[src/hdl/slipr_pkg.sv]
`default_nettype none

package slipr_pkg;

    // Largest frame in decoded bytes; widths below follow from it.
    localparam int MaxFrameBytes = 2048;
    localparam int CountW        = $clog2(MaxFrameBytes + 1);
    localparam int PosW          = $clog2(MaxFrameBytes);

    // Fixed field widths of the result word
    localparam int FrameLenW = 12;
    localparam int PosOutW   = 11;
    localparam int IdleW     = 16;

    localparam logic [CountW-1:0] MinFrame = CountW'(3);
    localparam logic [IdleW-1:0]  IdleTimeoutReset = IdleW'(200);
    localparam logic [IdleW-1:0]  IdleMax = '1;

    // SLIP special characters
    localparam logic [7:0] SlipEnd    = 8'hC0;
    localparam logic [7:0] SlipEsc    = 8'hDB;
    localparam logic [7:0] SlipEscEnd = 8'hDC;
    localparam logic [7:0] SlipEscEsc = 8'hDD;

    typedef enum logic
    {
        OP_BYTE = 1'b0,
        OP_TICK = 1'b1
    } op_t;

    typedef enum logic [1:0]
    {
        EV_DATA     = 2'd0,
        EV_COMPLETE = 2'd1,
        EV_DROP     = 2'd2
    } event_kind_t;

    typedef enum logic [1:0]
    {
        CAUSE_OVERRUN = 2'd0,
        CAUSE_RUNT    = 2'd1,
        CAUSE_IDLE    = 2'd2
    } drop_cause_t;

    typedef struct packed
    {
        event_kind_t          event_kind;
        logic [7:0]           data_byte;
        logic [PosOutW-1:0]   byte_position;
        logic [FrameLenW-1:0] frame_length;
        logic [7:0]           opcode;
        logic [15:0]          request_id;
        drop_cause_t          drop_cause;
    } result_t;

endpackage

`default_nettype wire

[src/hdl/slipr_core.sv]
`default_nettype none

// Frame state and per-word decode. State advances on fire.
module slipr_core
(
    input  wire logic                          clk,
    input  wire logic                          rst_n,
    input  wire logic                          fire,
    input  wire slipr_pkg::op_t                op,
    input  wire logic [7:0]                    rx_data,
    input  wire logic [slipr_pkg::IdleW-1:0]   timeout,
    output logic                               res_valid,
    output slipr_pkg::result_t                 res
);

    logic                            in_frame_reg, in_frame_next;
    logic                            esc_reg, esc_next;
    logic [slipr_pkg::CountW-1:0]    count_reg, count_next;
    logic [7:0]                      opcode_reg, opcode_next;
    logic [15:0]                     req_reg, req_next;
    logic [slipr_pkg::IdleW-1:0]     idle_reg, idle_next;

    always_comb
    begin
        logic [7:0] b;
        logic       take;

        b             = rx_data;
        take          = 1'b0;
        in_frame_next = in_frame_reg;
        esc_next      = esc_reg;
        count_next    = count_reg;
        opcode_next   = opcode_reg;
        req_next      = req_reg;
        idle_next     = idle_reg;
        res_valid     = 1'b0;
        res           = '{event_kind: slipr_pkg::EV_DATA,
                          drop_cause: slipr_pkg::CAUSE_OVERRUN,
                          default: '0};

        unique case (op)
            slipr_pkg::OP_TICK:
            begin
                if (idle_reg != slipr_pkg::IdleMax)
                begin
                    idle_next = idle_reg + 1'b1;
                end
                if (in_frame_reg && (count_reg != '0) && (idle_next >= timeout))
                begin
                    res_valid          = 1'b1;
                    res.event_kind     = slipr_pkg::EV_DROP;
                    res.frame_length   = slipr_pkg::FrameLenW'(count_reg);
                    res.drop_cause     = slipr_pkg::CAUSE_IDLE;
                    in_frame_next      = 1'b0;
                    esc_next           = 1'b0;
                    count_next         = '0;
                    opcode_next        = '0;
                    req_next           = '0;
                end
            end
            slipr_pkg::OP_BYTE:
            begin
                idle_next = '0;
                if (rx_data == slipr_pkg::SlipEnd)
                begin
                    if (in_frame_reg && (count_reg != '0))
                    begin
                        res_valid        = 1'b1;
                        res.frame_length = slipr_pkg::FrameLenW'(count_reg);
                        if (count_reg < slipr_pkg::MinFrame)
                        begin
                            res.event_kind = slipr_pkg::EV_DROP;
                            res.drop_cause = slipr_pkg::CAUSE_RUNT;
                        end
                        else
                        begin
                            res.event_kind = slipr_pkg::EV_COMPLETE;
                            res.opcode     = opcode_reg;
                            res.request_id = req_reg;
                        end
                    end
                    in_frame_next = 1'b1;
                    esc_next      = 1'b0;
                    count_next    = '0;
                    opcode_next   = '0;
                    req_next      = '0;
                end
                else if (in_frame_reg)
                begin
                    if (esc_reg)
                    begin
                        if (rx_data == slipr_pkg::SlipEscEnd)
                        begin
                            b = slipr_pkg::SlipEnd;
                        end
                        else if (rx_data == slipr_pkg::SlipEscEsc)
                        begin
                            b = slipr_pkg::SlipEsc;
                        end
                        esc_next = 1'b0;
                        take     = 1'b1;
                    end
                    else if (rx_data == slipr_pkg::SlipEsc)
                    begin
                        esc_next = 1'b1;
                    end
                    else
                    begin
                        take = 1'b1;
                    end
                end
            end
            default:
            begin
            end
        endcase

        if (take)
        begin
            res_valid = 1'b1;
            if (count_reg >= slipr_pkg::CountW'(slipr_pkg::MaxFrameBytes))
            begin
                // overrun: drop and wait for the next END
                res.event_kind   = slipr_pkg::EV_DROP;
                res.frame_length = slipr_pkg::FrameLenW'(count_reg);
                res.drop_cause   = slipr_pkg::CAUSE_OVERRUN;
                in_frame_next    = 1'b0;
                esc_next         = 1'b0;
                count_next       = '0;
                opcode_next      = '0;
                req_next         = '0;
            end
            else
            begin
                if (count_reg == slipr_pkg::CountW'(0))
                begin
                    opcode_next = b;
                end
                else if (count_reg == slipr_pkg::CountW'(1))
                begin
                    req_next = {req_reg[15:8], b};
                end
                else if (count_reg == slipr_pkg::CountW'(2))
                begin
                    req_next = {b, req_reg[7:0]};
                end
                res.event_kind    = slipr_pkg::EV_DATA;
                res.data_byte     = b;
                res.byte_position = slipr_pkg::PosOutW'(count_reg[slipr_pkg::PosW-1:0]);
                count_next        = count_reg + 1'b1;
            end
        end
    end

    always_ff @(posedge clk or negedge rst_n)
    begin
        if (!rst_n)
        begin
            in_frame_reg <= 1'b0;
            esc_reg      <= 1'b0;
            count_reg    <= '0;
            opcode_reg   <= '0;
            req_reg      <= '0;
            idle_reg     <= '0;
        end
        else if (fire)
        begin
            in_frame_reg <= in_frame_next;
            esc_reg      <= esc_next;
            count_reg    <= count_next;
            opcode_reg   <= opcode_next;
            req_reg      <= req_next;
            idle_reg     <= idle_next;
        end
    end

endmodule

`default_nettype wire

[src/hdl/slip_frame_receiver.sv]
// SLIP frame receiver. Each input word is either a raw line byte (operation 0)
// or one time tick (operation 1). An END byte closes the open frame and opens
// a new one; bytes outside a frame are ignored, and ESC sequences are undone.
// Every decoded byte comes out as a data event with its position in the frame;
// a frame closed by END gives a complete event with its length, the first byte
// as opcode and bytes 1..2 as a little-endian request id, or a runt drop when
// it holds 1 or 2 bytes. An empty frame gives nothing. Overrun past 2048 bytes
// and an idle timeout (idle_timeout_ticks ticks with no byte) drop the frame
// and the receiver then waits for END. Throughput is one word per clock while
// the result output is not stalled; a word goes through an input register and
// a combinational decode of the frame state into the result register. The
// decode step reads and updates the frame state once per word. Write
// idle_timeout_ticks only while idle.
`default_nettype none

module slip_frame_receiver
(
    input  wire logic        clk,
    input  wire logic        rst_n,

    // config write channel (idle_timeout_ticks)
    input  wire logic        cfg_valid,
    output logic             cfg_ready,
    input  wire logic [15:0] cfg_data,

    // input words
    input  wire logic        in_valid,
    output logic             in_stall,
    input  wire logic        operation,
    input  wire logic [7:0]  rx_byte,

    // result words
    output logic             out_valid,
    input  wire logic        out_stall,
    output logic [1:0]       event_kind,
    output logic [7:0]       data_byte,
    output logic [10:0]      byte_position,
    output logic [11:0]      frame_length,
    output logic [7:0]       opcode,
    output logic [15:0]      request_id,
    output logic [1:0]       drop_cause
);

    logic [slipr_pkg::IdleW-1:0] timeout_reg;

    // input register
    logic             s1_valid_reg, s1_valid_next;
    slipr_pkg::op_t   s1_op_reg;
    logic [7:0]       s1_byte_reg;

    // result register
    logic                  out_valid_reg, out_valid_next;
    slipr_pkg::result_t    out_res_reg;

    logic                  core_res_valid;
    slipr_pkg::result_t    core_res;
    logic                  slot_free;   // result register can take a word
    logic                  advance;     // word in the input register retires
    logic                  in_fire;

    assign cfg_ready = 1'b1;

    assign slot_free = !out_valid_reg || !out_stall;
    // a word without a result never waits on the output side
    assign advance   = s1_valid_reg && (!core_res_valid || slot_free);
    assign in_stall  = s1_valid_reg && !advance;
    assign in_fire   = in_valid && !in_stall;

    assign s1_valid_next  = in_fire ? 1'b1 : (advance ? 1'b0 : s1_valid_reg);
    assign out_valid_next = (advance && core_res_valid) ? 1'b1
                          : (out_stall ? out_valid_reg : 1'b0);

    slipr_core u_core
    (
        .clk       (clk),
        .rst_n     (rst_n),
        .fire      (advance),
        .op        (s1_op_reg),
        .rx_data   (s1_byte_reg),
        .timeout   (timeout_reg),
        .res_valid (core_res_valid),
        .res       (core_res)
    );

    always_ff @(posedge clk or negedge rst_n)
    begin
        if (!rst_n)
        begin
            timeout_reg   <= slipr_pkg::IdleTimeoutReset;
            s1_valid_reg  <= 1'b0;
            out_valid_reg <= 1'b0;
        end
        else
        begin
            if (cfg_valid && cfg_ready)
            begin
                timeout_reg <= cfg_data;
            end
            s1_valid_reg  <= s1_valid_next;
            out_valid_reg <= out_valid_next;
        end
    end

    // payload registers, no reset
    always_ff @(posedge clk)
    begin
        if (in_fire)
        begin
            s1_op_reg   <= slipr_pkg::op_t'(operation);
            s1_byte_reg <= rx_byte;
        end
        if (advance && core_res_valid)
        begin
            out_res_reg <= core_res;
        end
    end

    assign out_valid     = out_valid_reg;
    assign event_kind    = out_res_reg.event_kind;
    assign data_byte     = out_res_reg.data_byte;
    assign byte_position = out_res_reg.byte_position;
    assign frame_length  = out_res_reg.frame_length;
    assign opcode        = out_res_reg.opcode;
    assign request_id    = out_res_reg.request_id;
    assign drop_cause    = out_res_reg.drop_cause;

`ifndef ASSERT_OFF
    // an empty input register never holds off the sender
    a_no_stall_empty: assert property (@(posedge clk) disable iff (!rst_n)
        !s1_valid_reg |-> !in_stall)
        else $error("input stalled with empty input register");

    // a completed frame always carries at least the header bytes
    a_complete_len: assert property (@(posedge clk) disable iff (!rst_n)
        (out_valid && (out_res_reg.event_kind == slipr_pkg::EV_COMPLETE))
        |-> (frame_length >= slipr_pkg::FrameLenW'(slipr_pkg::MinFrame)))
        else $error("complete event with short frame");

    // runt drops hold one or two bytes
    a_runt_len: assert property (@(posedge clk) disable iff (!rst_n)
        (out_valid && (out_res_reg.event_kind == slipr_pkg::EV_DROP)
         && (out_res_reg.drop_cause == slipr_pkg::CAUSE_RUNT))
        |-> ((frame_length == 12'd1) || (frame_length == 12'd2)))
        else $error("runt drop with bad length");

    // config write lands in the timeout register
    a_cfg_write: assert property (@(posedge clk) disable iff (!rst_n)
        (cfg_valid && cfg_ready) |=> (timeout_reg == $past(cfg_data)))
        else $error("timeout register not updated");
`endif

endmodule

`default_nettype wire
[config.mk]
export PLATFORM = sky130hd
export DESIGN_NAME = slip_frame_receiver
export DESIGN_NICKNAME = d
export VERILOG_FILES = /design/src/hdl/slipr_pkg.sv /design/src/hdl/slipr_core.sv /design/src/hdl/slip_frame_receiver.sv
export SDC_FILE = /design/constraint.sdc
export NUM_CORES = 1
export LEC_CHECK = 0
export BUFFER_PORTS_ARGS = -buffer_cell sky130_fd_sc_hd__buf_4
export CAP_MARGIN = 5
export CORE_MARGIN = 5
export CORE_UTILIZATION = 45
export DETAILED_ROUTE_END_ITERATION = 7
export PLACE_DENSITY_LB_ADDON = 0.3
export SLEW_MARGIN = 20
export SYNTH_ARGS = -nofsm -noshare
export SYNTH_HDL_FRONTEND = slang
export SYNTH_HIERARCHICAL = 1
export SYNTH_SLANG_ARGS = --single-unit
[constraint.sdc]
create_clock -name clk -period 7.2 [get_ports clk]
set_clock_uncertainty 0.2 [all_clocks]
set_input_delay 1.44 -clock clk [delete_from_list [all_inputs] [get_ports clk]]
set_output_delay 1.44 -clock clk [all_outputs]
set_load 0.01 [all_outputs]
==> summary.txt, run 1 <==
Run
  • MaxCap Viol Count: 0

Layout
  • FILL cells: 1321
  • Layout area overhead: 19.85%
  • Layout cells sized above 1: around 23%
  • Nets: a little under 800
  • N_diodes: 0

Power and ir drop
  • Lkg Pwr: 0.003512 µW
  • Reg power frac: between 40% and 50%
  • Cell Int Power: between 1500 and 2000 µW
  • PwrDens: between 300 and 400 nW/µm²
  • Sw Pwr: ~900 µW
  • Total power draw: ~2700 µW
  • Sw Ratio: around 34%
  • Clock Power Share: between 30% and 40%
  • Max VDD drop: about 0.19 mV
  • Combinational fraction of design power: around a quarter

Floorplan
  • Row count: 45
  • Die W: between 100 and 150 µm
  • Io pins: 92
  • Die H: between 100 and 150 µm
  • Initial Utilization: around 46%
  • Core Area: 15200 µm²
  • DIE AREA: approximately 18000 µm²

STA
  • Max-slew violations: 0
  • TNS Setup: 0 ns
  • RSZ-0062 raised after global routing: false
  • Fmax: 167.1 MHz
  • Count of final setup violators: 0
  • Final period utilization: roughly 83%
  • Hold Slack: around 0.31 ns
  • Worst-Margin Slew: roughly 0.97 ns
  • Crit path time final: approximately 6 ns
  • Worst slew margin: 35.48%
  • Hold Fails Final Rpt: 0

Critical path
  • CP Data Required Time: between 5 and 6 ns
  • Worst Path Arrival: between 4 and 5 ns
  • Max FO, Critical Path: 8
  • Crit path capture type: primary output
  • FF-to-FF path depth: 19
  • Critical setup path kind: register to primary output
  • Startpoint Class: register

Yosys
  • Asr flop ratio synth: 51.43%
  • Synth area leader: edfxtp_1
  • Cell count after synthesis: 637
  • Yosys top cell area share: 29.37%
  • Count of cell types in the netlist: 73
  • Synth Net Count: between 600 and 700
  • Post-synthesis sequential area ratio: 55.34%
  • Synth Warn #: 6
  • Number of flops mapped to enable cells by yosys: between 60 and 70
  • Post-Syn Area: ~7000 µm²
  • Synth Register Bits: 140
  • Primary FF master, synth: dfrtp_1
  • Post-Synthesis Mean Instance Area: between 10 and 15 µm²
  • Synth top area cells: edfxtp_1 (29%), dfrtp_1 (25%), ha_1 (3.8%), and2_1 (3.1%), nand2_1 (2.8%)

Route
  • Drt pass-1 iters: 7
  • Wirelength, routed: around 16 mm
  • Via/cell ratio: roughly 5.7
  • DR DRC count: 0
  • Vias: approximately 5200
  • Wirelength per Cell: 17.63 µm
  • Antenna violation net count after detailed routing: 0
  • Initial DRC count: between 300 and 400

Hold path
  • Hold Path Class: register to register
  • Hold Path Stages: 1

GRT
  • Gr busiest metal: met2
  • Grt ovf: 0
  • M1 GR Usage: 23.99%
  • Initial antenna violation count: 0
  • Vias in the first global route: 5194
  • Largest net degree at the start of global routing: 73
  • GRT Total Usage: a little under a fifth
  • Grt met3 use: roughly 4.2%
  • M2 GR Usage: a little over 30%
  • First-pass GRT wire length: 26.62 mm

Clocking
  • Clock Path Buffers: 2
  • Hold_buf cts: 0
  • CTS tree: built
  • Root Driver: clkbuf_16
  • Post-CTS Resized: 0
  • Clock transition at path regs: approximately 0.060 ns
  • Clk_lat worst skew: around 0.43 ns
  • Num CTS Buffers: 17
  • Maximum level of the CTS H-tree: 4
  • Post CTS Setup Buffer Count: 0
  • CTS sink cnt: 140

Placed design
  • IO Port Bufs: 90
  • HPWL after detailed placement: ~11 mm
  • Gp weighted congestion: 0.8345

Outcome
  • Status: completed
## synthesized netlist by cell type (all sizes together), types with 4 or more instances
cell type  count
o311ai         4
a31oi          5
buf           16
nand3         25
o211ai         4
nor2          53
a21oi         33
nand2b         4
nand2         52
and2          36
clkbuf        13
dfrtp         69
nor2b          6
ha            21
xnor2         11
mux2          16
a22oi         25
edfxtp        68
nor3          16
inv           40
a21o           4
o21ai         44
nor4           5
nand4         18
## critical path: stages, from the launching register on
cell and delay (ns):
dfrtp_1 0.50, ha_1 0.25, inv_1 0.07, nor4_2 0.64, nand4_1 0.37, nand3_1 0.21, o21a_1 0.14, ha_1 0.23
and2_0 0.17, a221o_1 0.31, a211oi_1 0.22, o21ai_0 0.20, a21o_1 0.27, nand4_1 0.15, inv_1 0.06, buf_4 0.14
## power groups by stage
stage	clock (µW)	sequential [µW]	combinational (µW)
2_1_floorplan	0	1150	462
3_3_place_gp	0	1180	622
3_5_place_dp	0	1190	657
4_1_cts	842	1180	661
5_1_grt	877	1210	745
6_report	822	1180	662
## metrics by stage
stage	instances	setup WS [ns]	util (%)	instance area, µm²
6_report	922	1.217	54.81	8333
5_1_grt	922	0.8993	54.81	8333
2_1_floorplan	637	0.8896	-	6953
3_5_place_dp	890	1.471	51.10	7769
3_3_place_gp	890	1.644	51.10	7769
4_1_cts	922	1.289	54.79	8329
## final timing paths
kind / startpoint / endpoint / slack [ns]
max: u_core/idle_reg[0] / in_stall / 1.22
min: timeout_reg[4] / timeout_reg[4] / 0.31
max reg2reg: u_core/idle_reg[0] / u_core/req_reg[9] / 1.29
min reg2reg: timeout_reg[4] / timeout_reg[4] / 0.31
max in group asynchronous: rst_n / u_core/idle_reg[15] / 5.21
min in group asynchronous: rst_n / timeout_reg[10] / 0.97
## final cells by class
type | count | area (µm²) | share of cell area [%]
flip-flops and latches | 140 | 3847 | 46.17
multi-input cells | 428 | 2834 | 34.01
repair buffers | 94 | 705.7 | 8.468
clock buffers | 19 | 442.9 | 5.315
well taps | 188 | 235.2 | 2.823
inverters | 40 | 150.1 | 1.802
clock inverters | 13 | 117.6 | 1.411
## cells by family (layout without fill, tap and decap cells)
| logic type | count (synthesis) | after routing | share of synthesized area (%) |
|---|---|---|---|
| multiplexers | 17 | 17 | 3.275 |
| other | 1 | 1 | 0.05393 |
| adder cells (fa/ha/maj) | 21 | 21 | 3.779 |
| AND/OR/NAND/NOR | 232 | 232 | 18.09 |
| AO/OA/AOI/OAI | 146 | 146 | 13.68 |
| flip-flops | 140 | 140 | 55.34 |
| buffers and inverters | 69 | 166 | 4.409 |
| XOR/XNOR | 11 | 11 | 1.386 |
## cells in the final DEF (no fill, tap or decap), types with 3 or more instances in the layout
master / synthesis / final
a21o_1: 4 / 4
a21oi_1: 32 / 30
a22o_1: 3 / 3
a22oi_1: 25 / 25
a31oi_1: 4 / 3
and2_1: 35 / 35
buf_4: 1 / 94
clkbuf_16: 0 / 17
clkinv_2: 0 / 3
clkinvlp_4: 0 / 5
dfrtp_1: 69 / 69
dfstp_2: 3 / 3
edfxtp_1: 68 / 68
ha_1: 21 / 21
inv_1: 40 / 40
mux2_2: 6 / 6
mux2_4: 10 / 10
nand2_1: 51 / 51
nand2b_1: 4 / 4
nand3_1: 25 / 25
nand4_1: 18 / 18
nor2_1: 50 / 50
nor2b_1: 6 / 6
nor3_1: 13 / 13
nor4_2: 4 / 4
o211ai_1: 4 / 4
o21a_1: 3 / 3
o21ai_0: 19 / 19
o21ai_1: 23 / 23
o221ai_1: 3 / 3
o22ai_1: 3 / 3
o311ai_0: 3 / 3
xnor2_1: 11 / 11
## metal layers
metal	share of wire (%)	up-vias	routed length (µm)
met5	0	-	0
met3	6.3	28	1016
li1	-	2479	-
met4	1.8	0	289
met2	49	192	7929
met1	43	2536	7021
(Power assumes the default switching activity.)
==> run 2: changes to the inputs <==
Clock period 7.2 ns to 5 ns, I/O delays scaled along.
==> summary.txt, run 2 (synthesized netlist as in run 1, its figures left out) <==
Outcome
  • Status: completed

Route
  • Via/cell ratio: 5.605 (-1.3%)
  • Max Used Layer: met4
  • Met2 wire len: 7.879 mm (-0.63%)
  • Vias: 5274 (+0.74%)
  • Drt pass-1 iters: 6 (-1)
  • Antenna violation net count after detailed routing: 0 (unchanged)
  • DR DRC count: 0 (unchanged)
  • Wirelength per Cell: 17.11 µm (-2.9%)
  • M1 wire length: 6.931 mm (-1.3%)
  • Wirelength, routed: 16.10 mm (-0.94%)
  • Initial DRC count: 430 (+23%)
  • Routed wl met3: 1.041 mm (+2.5%)

Run
  • MaxCap Viol Count: 0 (unchanged)

Critical path
  • CP Data Required Time: 3.80 ns (-1.76 ns)
  • Crit path capture type: primary output
  • Startpoint Class: register
  • Worst Path Arrival: 3.66 ns (-0.68 ns)
  • Critical setup path kind: register to primary output
  • Max FO, Critical Path: 6 (-2)

STA
  • Final period utilization: slightly below 100%
  • Worst-Margin Slew: 0.9929 ns (+0.02518 ns)
  • Hold Fails Final Rpt: 0 (unchanged)
  • Crit path time final: between 4 and 5 ns
  • Worst slew margin: 33.80% (-1.7 points)
  • Count of final setup violators: 0 (unchanged)
  • Fmax: 205.7 MHz
  • Max-slew violations: 0 (unchanged)
  • Hold Slack: 0.3046 ns (-0.006738 ns)

GRT
  • Grt ovf: 0 (unchanged)
  • First-pass GRT wire length: 26.15 mm (-1.8%)
  • Largest net degree at the start of global routing: 73 (unchanged)
  • GRT Total Usage: 18.21% (-0.37 points)
  • Initial antenna violation count: 0 (unchanged)
  • Vias in the first global route: 5082 (-2.2%)

Clocking
  • Num CTS Buffers: 17 (unchanged)
  • Clock transition at path regs: 0.06 ns (about the same)
  • Hold_buf cts: 0 (unchanged)
  • Root Driver: clkbuf_16
  • Clk_lat worst skew: 0.42 ns (about the same)
  • CTS sink cnt: 140 (unchanged)
  • Maximum level of the CTS H-tree: 4 (unchanged)
  • CTS tree: built
  • Clock Path Buffers: 2 (unchanged)

Placed design
  • Gp weighted congestion: 0.8275 (-0.84%)
  • IO Port Bufs: 90 (unchanged)
  • HPWL after detailed placement: 10.73 mm (-3.7%)
  • Placed insts: 898 (+0.90%)

Floorplan
  • Row count: 45 (unchanged)
  • Core Area: 15200 µm² (unchanged)
  • Die W: 134.3 µm (unchanged)
  • Io pins: 92 (unchanged)
  • Die H: 134.3 µm (unchanged)
  • DIE AREA: 18040 µm² (unchanged)
  • Initial Utilization: 45.74% (unchanged)

Layout
  • Finished Layout Cells: 941 (+2.1%)
  • FILL cells: 1267 (-4.1%)
  • Most frequent cells in the layout: buf_4 (112), edfxtp_1 (68), dfrtp_1 (64), nand2_1 (50), nor2_1 (48)
  • Commonest non-fill, non-tap cell in the layout: buf_4
  • Layout area overhead: 23.66%
  • Layout cells sized above 1: 26.96% (+4.1 points)
  • Nets: 791 (+2.5%)
  • N_diodes: 0 (unchanged)

Power and ir drop
  • PwrDens: 458.0 nW/µm² (+43%)
  • Max VDD drop: 0.2591 mV (+34%)
  • Lkg Pwr: 0.003630 µW (+3.4%)
  • Total power draw: 3938 µW (+48%)

Hold path
  • Hold Path Class: register to register
[run 2: per-layer routing]
layer	up-vias	global-route usage, %
li1	2516	-
met4	0	7.523
met3	20	4.089
met2	187	29.25
met1	2551	23.97
met5	-	0
[run 2: critical path: stages, from the launching register on]
cell and delay, ns:
dfrtp_1 0.41, ha_4 0.17, nand4_1 0.08, or4_4 0.50
nand2_2 0.15, or3_4 0.16, xnor2_2 0.11, ha_1 0.24
and2_0 0.17, a221o_1 0.36, a211oi_2 0.22, o21ai_1 0.11
a21o_1 0.20, nand4_1 0.14, inv_1 0.06, buf_4 0.14
[run 2: area by class of cell]
type                    count  area (µm²)  share of cell area (%)
flip-flops and latches    140        3854                   44.82
multi-input cells         428        2927                   34.04
repair buffers            113       860.8                   10.01
clock buffers              21       461.7                   5.370
well taps                 188       235.2                   2.736
inverters                  40       150.1                   1.746
clock inverters            11       110.1                   1.281
[run 2: stage by stage]
stage | setup TNS, ns | worst slack, ns | util [%] | cell area [µm²]
6_report | 0 | 0.1378 | 56.56 | 8598
5_1_grt | -0.03495 | -0.03495 | 56.56 | 8598
4_1_cts | 0 | 0.005799 | 55.68 | 8464
3_5_place_dp | -0.5512 | -0.07722 | 51.58 | 7841
3_3_place_gp | 0 | 0.1478 | 51.58 | 7841
2_1_floorplan | 0 | 0.01925 | - | 6957
[run 2: report_power, final]
part / switching [µW] / internal (µW)
clock network: 492 / 718
registers: 204 / 1470
logic: 614 / 439
[run 2: what timing repair did]
action / 4_1_cts / 5_1_grt
buffers inserted: 5 / 6
pin swaps: 2 / 11
endpoints found under the setup margin: 23 / 28
resized for setup: 4 / 21
[run 2: final timing paths]
kind	end	start	cells after the start	slack (ns)
hold reg to reg	timeout_reg[4]	timeout_reg[4]	1	0.30
min in group asynchronous	timeout_reg[14]	rst_n	1	0.52
setup reg to reg	u_core/req_reg[12]	u_core/idle_reg[0]	19	0.32
setup / recovery	in_stall	u_core/idle_reg[0]	15	0.14
hold / removal	timeout_reg[4]	timeout_reg[4]	1	0.30
max in group asynchronous	u_core/idle_reg[6]	rst_n	1	3.42
==> run 3: changes to the inputs <==
Settings changed: CELL_PAD_IN_SITES_DETAIL_PLACEMENT set to 2, CELL_PAD_IN_SITES_GLOBAL_PLACEMENT set to 2, CORE_UTILIZATION 45 to 34, SYNTH_HIERARCHICAL 1 to not set.
==> summary.txt, run 3 <==
Floorplan
  • Die W: 150.3 µm (+12%)
  • Die H: 150.3 µm (+12%)
  • Row count: 51 (+13%)
  • DIE AREA: 22590 µm² (+25%)
  • Core Area: 19400 µm² (+28%)
  • Io pins: 92 (unchanged)
  • Initial Utilization: 34.50% (-11 points)

STA
  • Count of final setup violators: 0 (unchanged)
  • TNS Setup: 0 ns (unchanged)
  • Fmax: 201.7 MHz (-1.9%)
  • Max-slew violations: 0 (unchanged)
  • Final period utilization: 99.14% (+1.9 points)
  • Final setup margin: 0.04286 ns (-0.09489 ns)
  • Worst slew margin: 43.77% (+10 points)
  • Crit path time final: 4.957 ns (+0.09489 ns)
  • Worst-Margin Slew: 0.8325 ns (-0.1604 ns)
  • Hold Fails Final Rpt: 0 (unchanged)

GRT
  • Vias in the first global route: 5955 (+17%)
  • GRT Total Usage: 18.78% (+0.57 points)
  • First-pass GRT wire length: 32.91 mm (+26%)
  • Largest net degree at the start of global routing: 73 (unchanged)
  • Initial antenna violation count: 0 (unchanged)
  • Grt ovf: 0 (unchanged)

Layout
  • Layout cells sized above 1: 27.71% (+0.75 points)
  • Nets: 785 (-0.76%)
  • Commonest non-fill, non-tap cell in the layout: buf_4
  • FILL cells: 2067 (+63%)
  • Layout area overhead: 30.36%
  • Finished Layout Cells: 1012 (+7.5%)
  • N_diodes: 0 (unchanged)
  • Most frequent cells in the layout: buf_4 (123), nand2_1 (73), edfxtp_1 (68), dfrtp_1 (62), o21ai_0 (47)

Yosys
  • Synth area leader: edfxtp_1
  • Asr flop ratio synth: 51.43% (unchanged)
  • Count of cell types in the netlist: 56 (-23%)
  • Yosys top cell area share: 30.51% (+1.1 points)
  • Synth Net Count: 671 (-2.5%)
  • Synth Warn #: 0 (-6)
  • Top post-synthesis cells by count: nand2_1 (74), dfrtp_1 (69), edfxtp_1 (68)
  • Synth Register Bits: 140 (unchanged)
  • Post-synthesis sequential area ratio: 57.49% (+2.2 points)
  • Post-Synthesis Mean Instance Area: 10.79 µm² (-1.1%)
  • Primary FF master, synth: dfrtp_1
  • Post-Syn Area: 6693 µm² (-3.7%)
  • Synth top area cells: edfxtp_1 (31%), dfrtp_1 (26%), and2_1 (4.3%), nand2_1 (4.2%), ha_1 (3.9%)
  • Cell count after synthesis: 620 (-2.7%)
  • Most common cell in the synthesized netlist: nand2_1
  • Number of flops mapped to enable cells by yosys: 68 (unchanged)

Clocking
  • Clk_lat worst skew: 0.42 ns (about the same)
  • CTS tree: built
  • CTS sink cnt: 140 (unchanged)
  • Maximum level of the CTS H-tree: 4 (unchanged)
  • Root Driver: clkbuf_16
  • Clock Path Buffers: 2 (unchanged)
  • Num CTS Buffers: 17 (unchanged)
  • Clock transition at path regs: 0.06 ns (about the same)

Power and ir drop
  • Max VDD drop: 0.2386 mV (-7.9%)
  • PwrDens: 345.8 nW/µm² (-24%)
  • Lkg Pwr: 0.003508 µW (-3.4%)
  • Total power draw: 3017 µW (-23%)

Placed design
  • Setup WS pre-CTS: 0.02999 ns (+0.1072 ns)
  • HPWL after detailed placement: 13.94 mm (+30%)
  • IO Port Bufs: 90 (unchanged)
  • Placed insts: 955 (+6.3%)
  • Gp weighted congestion: 0.9183 (+11%)

Route
  • Wirelength, routed: 21.26 mm (+32%)
  • Antenna violation net count after detailed routing: 0 (unchanged)
  • DR DRC count: 0 (unchanged)
  • Initial DRC count: 325 (-24%)
  • Via/cell ratio: 5.339 (-4.7%)
  • Drt pass-1 iters: 4 (-2)
  • Vias: 5403 (+2.4%)
  • Wirelength per Cell: 21.01 µm (+23%)

Critical path
  • Peak per-stage delay on the critical path: 0.43 ns (-0.07 ns)
  • Worst r2r src: u_core.idle_reg[1]
  • Max FO, Critical Path: 7 (+1)
  • FF-to-FF setup slack: 0.78 ns (+0.46 ns)
  • Crit-path most repeated cell: nand4_1
  • Critical path cell sequence: nand4_1 -> nor3_4 -> buf_6 -> nand3_4 -> nor3_2 -> a21oi_2 -> ha_1 -> nand4_1 -> buf_4 -> o211ai_1 -> nand4_1 -> a311oi_4 -> buf_4
  • Critical setup path kind: register to primary output
  • Worst Path Arrival: 3.76 ns (+0.10 ns)
  • CP bufs+invs: 3 (+1)
  • FF-to-FF path depth: 17 (-2)
  • CP max stage cell: dfrtp_2
  • CP Data Required Time: 3.80 ns (about the same)
  • CP top delay family: simple AND/OR/NAND/NOR gates
  • Startpoint Class: register
  • Crit path capture type: primary output
  • R2r endpoint: u_core.count_reg[11]

Hold path
  • Hold Path Class: input pin to async pin

Run
  • MaxCap Viol Count: 0 (unchanged)

Outcome
  • Status: completed
## run 3: cell types whose count changed after synthesis, moves of 12 or more
cell	previous run	this run
a22o_1	3	27
a22oi_1	25	3
inv_1	40	28
nand2_1	51	74
nor2_1	50	23
o21ai_0	19	49
o21ai_1	23	1
## run 3: area by class of cell
class / instances / area (µm²) / share of cell area (%)
Sequential cell: 140 / 3856 / 44.20
Multi-Input combinational cell: 420 / 2790 / 31.98
Timing Repair Buffer: 127 / 993.5 / 11.39
Clock buffer: 18 / 429.2 / 4.919
Tap cell: 265 / 331.6 / 3.800
Clock inverter: 14 / 219.0 / 2.510
Inverter: 28 / 105.1 / 1.205
## run 3: kinds of logic (layout without fill, tap and decap cells)
logic type / Yosys count / count (layout) / share of synthesized area, %
AND/OR/NAND/NOR: 235 / 235 / 18.28
AO/OA/AOI/OAI: 155 / 155 / 15.12
flip-flops: 140 / 140 / 57.49
buffers and inverters: 60 / 187 / 3.963
adder cells (fa/ha/maj): 21 / 21 / 3.926
XOR/XNOR: 4 / 4 / 0.5234
multiplexers: 4 / 4 / 0.6356
other: 1 / 1 / 0.05603
## run 3: per-stage QoR
stage	hold slack (ns)	util [%]	instance area, µm²
global placement	0.2856	39.51	7665
global route	0.3247	44.98	8725
CTS	0.3195	43.41	8421
detailed placement	0.3057	39.51	7665
floorplan	0.2644	-	6713
finish	0.3175	44.98	8725
## run 3: report_power, final
part	total (µW)	internal [µW]	switching [µW]	leakage, µW
clock	1400	888	508	0.000304
combinational	328	133	195	0.00172
sequential	1290	1250	42.0	0.00148
## run 3: routing by layer
metal | vias to the layer above | wire length [µm] | track usage (%)
met5 | - | 0 | 0
met4 | 0 | 510 | 6.862
met3 | 30 | 753 | 3.552
met2 | 103 | 11450 | 34.00
met1 | 2788 | 8547 | 22.08
li1 | 2482 | - | -
## run 3: worst max-delay path by stage
stage                            start                to  slack (ns)  cells past startpoint
floorplan           u_core.idle_reg[1]  byte_position[0]        0.15                     16
global placement    u_core.idle_reg[0]          in_stall        0.35                     16
detailed placement  u_core.idle_reg[0]          in_stall        0.03                     16
CTS                 u_core.idle_reg[0]          in_stall       0.007                     16
global route        u_core.idle_reg[2]          in_stall       -0.11                     13
finish              u_core.idle_reg[2]          in_stall        0.04                     13
## run 3: what timing repair did
action                     in CTS  in global routing
setup endpoints to repair       1                  1
buffers inserted                6                 18
gates resized for setup        17                 30
hold buffers                    0                  0
pin swaps                       6                 17
cloned                          0                  0
